`src/rtl/hca_pkg.sv`:
```
// Shared types, widths and helper functions for the hypercomplex ALU.
// Depends on nothing; every other file in rtl/ imports it.
`timescale 1ns / 1ps
`default_nettype none

package hca_pkg;

    // Fixed-point format: signed, FRAC_BITS fraction bits (8 to 30).
    localparam int FRAC_BITS = 16;
    localparam int DATA_W    = 32;
    localparam int LIN_W     = DATA_W + 1;           // add, subtract, conjugate
    localparam int PROD_W    = 2 * DATA_W;           // one 32 x 32 product
    localparam int TERM_W    = PROD_W + DATA_W;      // product times u*u
    localparam int SUM_W     = TERM_W + 1;           // real part and norm sums
    localparam int CROSS_W   = PROD_W + 1;           // u-part cross sums
    localparam int NUM_W     = SUM_W + FRAC_BITS;    // dividend magnitude
    localparam int CNT_W     = $clog2(NUM_W + 1);
    localparam int MAG_W     = DATA_W + 2;           // rounded magnitude

    // Input queue between the front and back ends (power of two).
    localparam int QUEUE_DEPTH = 4;
    localparam int QPTR_W      = $clog2(QUEUE_DEPTH);
    localparam int QCNT_W      = QPTR_W + 1;

    // Reset value of u*u: -1.0, ordinary complex numbers.
    localparam logic signed [DATA_W-1:0] UNIT_SQ_RESET =
        DATA_W'(-(longint'(1) << FRAC_BITS));

    // Operation codes on the mode input.
    typedef enum logic [2:0] {
        MODE_ADD  = 3'd0,
        MODE_SUB  = 3'd1,
        MODE_MUL  = 3'd2,
        MODE_CONJ = 3'd3,
        MODE_DIV  = 3'd4
    } mode_t;

    // Operation class carried through the queue.
    typedef enum logic [2:0] {
        OP_NONE,
        OP_ADD,
        OP_SUB,
        OP_MUL,
        OP_CONJ,
        OP_DIV
    } op_t;

    // Result status codes.
    typedef enum logic [1:0] {
        ST_OK       = 2'd0,
        ST_ZERO_DIV = 2'd1,
        ST_SAT      = 2'd2
    } status_t;

    // Divider sequencer states.
    typedef enum logic [1:0] {
        DIV_IDLE,
        DIV_RUN,
        DIV_DONE
    } div_state_t;

    // One queued word.
    typedef struct packed {
        op_t                       op;
        logic signed [DATA_W-1:0]  x_real;
        logic signed [DATA_W-1:0]  x_unit;
        logic signed [DATA_W-1:0]  y_real;
        logic signed [DATA_W-1:0]  y_unit;
    } item_t;

    // A saturated result part.
    typedef struct packed {
        logic [DATA_W-1:0] val;
        logic              sat;
    } sat_res_t;

    // Clamp a sign and rounded magnitude to the 32-bit signed range.
    // ovf flags magnitude bits above the ones passed in.
    function automatic sat_res_t sat_mag(input logic neg, input logic ovf,
                                         input logic [MAG_W-1:0] mag);
        sat_res_t r;
        logic     over;
        over = ovf || mag[MAG_W-1] || mag[DATA_W] ||
               (neg ? (mag[DATA_W-1] && (|mag[DATA_W-2:0])) : mag[DATA_W-1]);
        if (over) begin
            r.val = neg ? {1'b1, {(DATA_W-1){1'b0}}} : {1'b0, {(DATA_W-1){1'b1}}};
        end else begin
            r.val = neg ? (~mag[DATA_W-1:0]) + DATA_W'(1) : mag[DATA_W-1:0];
        end
        r.sat = over;
        return r;
    endfunction

endpackage

`default_nettype wire

```
`src/rtl/hca_front.sv`:
```
// Front end: takes command words, decodes the mode and queues them.
// Depends on hca_pkg; feeds hca_back.
`timescale 1ns / 1ps
`default_nettype none

module hca_front (
    input  logic                              clk,
    input  logic                              rst_n,
    input  logic                              start,
    input  logic [2:0]                        mode,
    input  logic signed [hca_pkg::DATA_W-1:0] x_real,
    input  logic signed [hca_pkg::DATA_W-1:0] x_unit,
    input  logic signed [hca_pkg::DATA_W-1:0] y_real,
    input  logic signed [hca_pkg::DATA_W-1:0] y_unit,
    output logic                              busy,
    output logic                              q_valid,
    output hca_pkg::item_t                    q_item,
    input  logic                              q_pop
);
    import hca_pkg::*;

    item_t             mem_reg [QUEUE_DEPTH];
    logic [QPTR_W-1:0] wr_ptr_reg;
    logic [QPTR_W-1:0] rd_ptr_reg;
    logic [QCNT_W-1:0] count_reg;
    logic              push;
    op_t               dec_op;

    // Mode decode; unused codes become a no-op.
    always_comb
    begin
        case (mode_t'(mode))
            MODE_ADD:  dec_op = OP_ADD;
            MODE_SUB:  dec_op = OP_SUB;
            MODE_MUL:  dec_op = OP_MUL;
            MODE_CONJ: dec_op = OP_CONJ;
            MODE_DIV:  dec_op = OP_DIV;
            default:   dec_op = OP_NONE;
        endcase
    end

    assign busy    = count_reg == QCNT_W'(QUEUE_DEPTH);
    assign push    = start && !busy;
    assign q_valid = count_reg != '0;
    assign q_item  = mem_reg[rd_ptr_reg];

    // Queue storage.
    always_ff @(posedge clk)
    begin
        if (push) begin
            mem_reg[wr_ptr_reg] <= '{op: dec_op, x_real: x_real, x_unit: x_unit,
                                     y_real: y_real, y_unit: y_unit};
        end
    end

    // Queue pointers and fill count.
    always_ff @(posedge clk or negedge rst_n)
    begin
        if (!rst_n) begin
            wr_ptr_reg <= '0;
            rd_ptr_reg <= '0;
            count_reg  <= '0;
        end else begin
            if (push) begin
                wr_ptr_reg <= wr_ptr_reg + QPTR_W'(1);
            end
            if (q_pop) begin
                rd_ptr_reg <= rd_ptr_reg + QPTR_W'(1);
            end
            if (push && !q_pop) begin
                count_reg <= count_reg + QCNT_W'(1);
            end else if (q_pop && !push) begin
                count_reg <= count_reg - QCNT_W'(1);
            end
        end
    end

`ifndef ASSERT_OFF
    a_no_underflow: assert property (@(posedge clk) disable iff (!rst_n)
        q_pop |-> count_reg != '0)
        else $error("queue popped while empty");

    a_count_up: assert property (@(posedge clk) disable iff (!rst_n)
        (push && !q_pop) |=> count_reg == $past(count_reg) + QCNT_W'(1))
        else $error("queue count lost a push");
`endif

endmodule

`default_nettype wire

```
`config.mk`:
```
export PLATFORM = sky130hd
export DESIGN_NAME = hca_front
export DESIGN_NICKNAME = d
export VERILOG_FILES = /design/src/rtl/hca_pkg.sv /design/src/rtl/hca_front.sv
export SDC_FILE = /design/constraint.sdc
export NUM_CORES = 1
export LEC_CHECK = 0
export ABC_AREA = 1
export BUFFER_PORTS_ARGS = -buffer_cell sky130_fd_sc_hd__buf_4
export CAP_MARGIN = 40
export CORE_MARGIN = 4
export CORE_UTILIZATION = 26
export DETAILED_ROUTE_END_ITERATION = 8
export PLACE_DENSITY = 0.46
export SLEW_MARGIN = 20
export SYNTH_ARGS = -nofsm -noshare
export SYNTH_HDL_FRONTEND = slang
export SYNTH_SLANG_ARGS = --single-unit
export TNS_END_PERCENT = 100
```
`constraint.sdc`:
```
create_clock -name clk -period 8.9 [get_ports clk]
set_clock_uncertainty 0.2 [all_clocks]
set_input_delay 0.89 -clock clk [delete_from_list [all_inputs] [get_ports clk]]
set_output_delay 0.89 -clock clk [all_outputs]
set_load 0.02 [all_outputs]
```
* After elaboration in Yosys (flattened, before gate mapping)
Memories as Yosys holds them, arrays and structs flattened.
Cells that the tools add are included.
** Word-level totals
- Flip-flop bits (word level) :: 7
- Bits in latches :: 0
- RAM bits :: 524
- ROM bits :: 0
- Input port bits :: 135
- Output and inout port bits :: 133
- Logic and storage cells :: 27
- Memories kept :: 1
** Operators by class
- $add $sub $neg :: 4
- Multipliers :: 0
- Divide/modulo/power cells :: 0
- Magnitude comparators :: 0
- Equal/unequal tests :: 5
- Shifts and indexed selects :: 0
- Mux-type cells :: 5
- Bitwise logic cells :: 0
- Reduce and logical (&&, ||, !) cells :: 9
** Memory list
- mem_reg :: depth 4, bits a word 131, rd ports 1, clocked after memory_dff 0, write ports 1, line hca_front.sv:22 : item_t mem_reg [QUEUE_DEPTH];
** Operators with widths (number)
- case mux 3 bit (5 select lines) :: 1
- equality test 3 x 2 -> 1 bit (second input constant) :: 2
- equality test 3 bit (second input constant) :: 2
- 2-to-1 mux 3 bit :: 2
- adder 2 x 1 -> 2 bit (second input constant) :: 2
- adder 3 x 1 -> 3 bit (second input constant) :: 1
- equality test 3 x 1 -> 1 bit (second input constant) :: 1
- logical AND 1 bit :: 3
- logical NOT 1 bit :: 3
- logical NOT 3 bit :: 1
- nonzero test 3 bit :: 1
- subtractor 3 x 1 -> 3 bit (second input constant) :: 1
- 2-to-1 mux 1 bit :: 2
- nonzero test 2 bit :: 1

* Logic depth before layout (Yosys ltp)
- Depth in word-level cells :: 7
- Mapped depth :: 12
- Depth with buffers taken out :: 12

* Worst setup path after synthesis
OpenSTA, ideal clock, no wires.
- Path kind :: input to register
- Start :: in start
- End :: mem mem_reg[0][0] (netlist bit) (enable)
- Library setup time :: 0.623 ns
- Arrival time :: 6.476 ns
- Data required time :: 8.077 ns
- Setup slack :: 1.601 ns
- Stages :: 2
- Buffers on the path :: 0
- Cell sequence :: nand2_1 -> nor2_1
** Between the ends
- Longest elaborated chain between the ends :: 3
** Ends and longest elaborated chain
- from (decl) :: line hca_front.sv:9 : input logic start,
- logical AND 1 bit :: line hca_front.sv:43 : assign push = start && !busy;
- 2-to-1 mux 1 bit :: line hca_front.sv:50 : if (push) begin
- 2-to-1 mux 1 bit (implied by the code) :: line hca_front.sv:51 : mem_reg[wr_ptr_reg] <= '{op: dec_op, x_real: x_real, x_unit: x_unit,
- to (decl) :: line hca_front.sv:22
Every way passes these cells.

==> flow_summary.yaml <==
outcome:
  status: "completed"
setup_path:
  rr_endpoint: "mem_reg[2][80]$_DFFE_PP_"
  startpoint_type: "flip-flop"
  crit_path_start: "rd_ptr_reg[0]$_DFFE_PN0P_"
  required_ns: 7.81
  path_cells: "buf_12, buf_16, buf_4, nand2_1, o211ai_2, nand2_1, buf_4"
  reg2reg_from: "count_reg[0]$_DFFE_PN0P_"
  critical_path_depth: 7
  worstRegToRegCells: 6
  cp-end-kind: "output pin"
  crit_family: "buffers and inverters"
  path_max_fanout: 151
  crit_slowest_cell: "dfrtp_4"
  critPathCapture: "q_item[54]"
  crit_arrival_ns: 3.63
  reg2reg_slack_ns: 5.79
  worstSetupPathType: "flip-flop to output pin"
  cpPeakStageDelay_ns: 0.81
  path_buf_inv: 4
floorplan:
  die_y_um: 297
  initial_core_util_pct: 26.3
  die_area_um2: 88000
  io_pins: 268
  die_w_um: 297
  rows: 105
  core_area_um2: 82400
sta:
  period_share_pct: 53.0
  worst_hold_slack_ns: 0.263
  tns_ns: 0
  hold_violations: 0
  setup_viol: 0
  fmax_mhz: 212
  min_period_ns: 4.72
  worstMarginPinSlew_ns: 1.25
  grt_setup_unrepaired: "no"
  relSlewSlack_pct: 16.8
  slew_violations: 0
synth:
  syn_nets: 1730
  synth_edf_count: 524
  synth.distinct_cells: 22
  yosys.cell_count.top_type: "edfxtp_1"
  yosysTopAreaCell: "edfxtp_1"
  netlist.area_leader.share_pct: 72.6
  async_reset_ff_share_pct: 1.32
  syn_avg_cell_area_um2: 13.6
  ys_ff_latch: 531
  synth_cells: 1589
  synth.area.top_cells: "edfxtp_1 73%, nand2_1 7.0%, o211ai_1 6.0%, o211ai_2 5.1%, inv_1 4.7%"
  ys_warn_count: 0
  synth_commonest_cells: "524 x edfxtp_1, 406 x nand2_1, 274 x inv_1"
  ys_seq_area_share_pct: 73.5
  netlist_area_um2: 21700
  synthFlopType: "edfxtp_1"
clock_tree:
  post-cts-setup-buffers: 0
  clock-sinks: 531
  cts_resized: 0
  clk-insertion-delay-late_ns: 0.60
  clockBufferDepth: 3
  htreeDepth: 2
  cts_tree: "done"
  cts_made_buffers: 59
  cts.reportedPaths.clkPinSlew_ns: 0.07
  clockRootBuffer: "clkbuf_16"
cells_and_area:
  fillers: 8107
  largest_reg_flops: 524
  final_cell_area_um2: 26700
  utilization_pct: 32.4
  syn_to_final_growth_pct: 23.4
  drive_gt1_share_pct: 24.4
  nNetsFinal: 1987
detailed_routing:
  dr.pass1.iters: 6
  via_per_inst: 4.17
  num_vias: 12360
  ant_nets: 0
  wirelength_mm: 50.1
  drc: 0
  drt_iter0_drc: 529
  wl_per_cell_um: 16.9
global_route:
  grt_pass1_vias: 12533
  antenna_found_initial: 4
  grt_max_degree: 202
  overflow: 0
  grt_first_pass_wirelength_mm: 75.9
  grtUsageTotal_pct: 11.2
min_path:
  hold_path.class: "input pin to flip-flop"
  hold-path-cell-count: 1
placed_design:
  routabilityCongestion: 0.680
  port_buffers: 267
  postPlaceCellArea_um2: 24700
  dp_hpwl_mm: 27.8
pwr:
  vdd_drop_max_mv: 0.196
  finalPower_w: 0.00960
  p_leak_nw: 10.4
  power_density_nw_per_um2: 359
run:
  maxCapViolCount: 0
==> layout by cell type, fill, tap and decap left out, types with 6 or more instances in the layout <==
| cell type | Yosys | layout |
|---|---|---|
| edfxtp_1 | 524 | 524 |
| nand2_1 | 406 | 406 |
| inv_1 | 274 | 274 |
| buf_4 | 6 | 273 |
| o211ai_1 | 173 | 173 |
| o211ai_2 | 89 | 89 |
| clkbuf_16 | 0 | 60 |
| clkbuf_1 | 17 | 18 |
| bufinv_16 | 0 | 10 |
| clkinv_1 | 0 | 9 |
| clkinv_2 | 0 | 7 |
| buf_12 | 0 | 6 |
==> final cells by class <==
type | count | area, µm² | area share, %
diodes | 4 | 10.0 | 0.0375
clock buffers | 78 | 1570 | 5.87
multi-input cells | 692 | 4150 | 15.5
clock inverters | 29 | 403 | 1.51
flip-flops and latches | 531 | 15900 | 59.6
well taps | 1070 | 1340 | 5.01
inverters | 278 | 1050 | 3.92
repair buffers | 284 | 2290 | 8.57
==> timing repair <==
action | 4_1_cts | 5_1_grt
endpoints found under the hold margin | 7 | 0
hold buffers | 1 | 0
setup endpoints to repair | 0 | 0
==> stage by stage <==
stage	instances	worst slack [ns]
finish	2966	4.18
global route	2963	3.93
CTS	2961	4.24
detailed placement	2853	4.91
global placement	2850	4.99
floorplan	1589	1.60
==> per-layer routing <==
metal  wire, µm  vias up  global-route usage (%)
met5         13        -                       0
met4       1050        2                    3.01
met3       2930       71                    2.86
met2      25100      249                    19.8
met1      21100     5980                    13.6
li1           -     6058                       -
==> where the power goes <==
group / total (W) / internal (W) / switching (W)
Combinational: 0.00365 / 0.00125 / 0.00240
Clock: 0.00249 / 0.00152 / 0.000974
Sequential: 0.00345 / 0.00330 / 0.000159
==> worst reg2reg max path, cell delays in order, from the launching register on <==
cell and delay (ns):
dfrtp_1 0.43, inv_2 0.06, nand3_1 0.14, nand2_1 0.31
nor2_4 0.34, buf_4 0.54, buf_4 0.69
==> how the worst min path moves through the flow <==
stage	slack [ns]	to	startpoint
after global placement	0.28	count_reg[2]$_DFFE_PN0P_	count_reg[2]$_DFFE_PN0P_
after detailed placement	0.29	count_reg[2]$_DFFE_PN0P_	count_reg[2]$_DFFE_PN0P_
after floorplan	0.26	count_reg[2]$_DFFE_PN0P_	count_reg[2]$_DFFE_PN0P_
after global routing	0.22	mem_reg[3][126]$_DFFE_PP_	x_real[30]
after CTS	0.20	mem_reg[3][126]$_DFFE_PP_	x_real[30]
final	0.26	mem_reg[3][126]$_DFFE_PP_	x_real[30]
==> cell families (layout without fill, tap and decap cells) <==
family / Yosys count / after routing / share of synthesized area, %
other: 0 / 4 / 0
AOI/OAI and AO/OA: 265 / 265 / 11.2
and+or+nand+nor: 418 / 418 / 7.30
xor gates and xnor gates: 3 / 3 / 0.121
buffers and inverters: 366 / 669 / 7.54
DFF: 531 / 531 / 73.5
adders and majority gates: 6 / 6 / 0.381
Power figures use the tool's default switching activity.
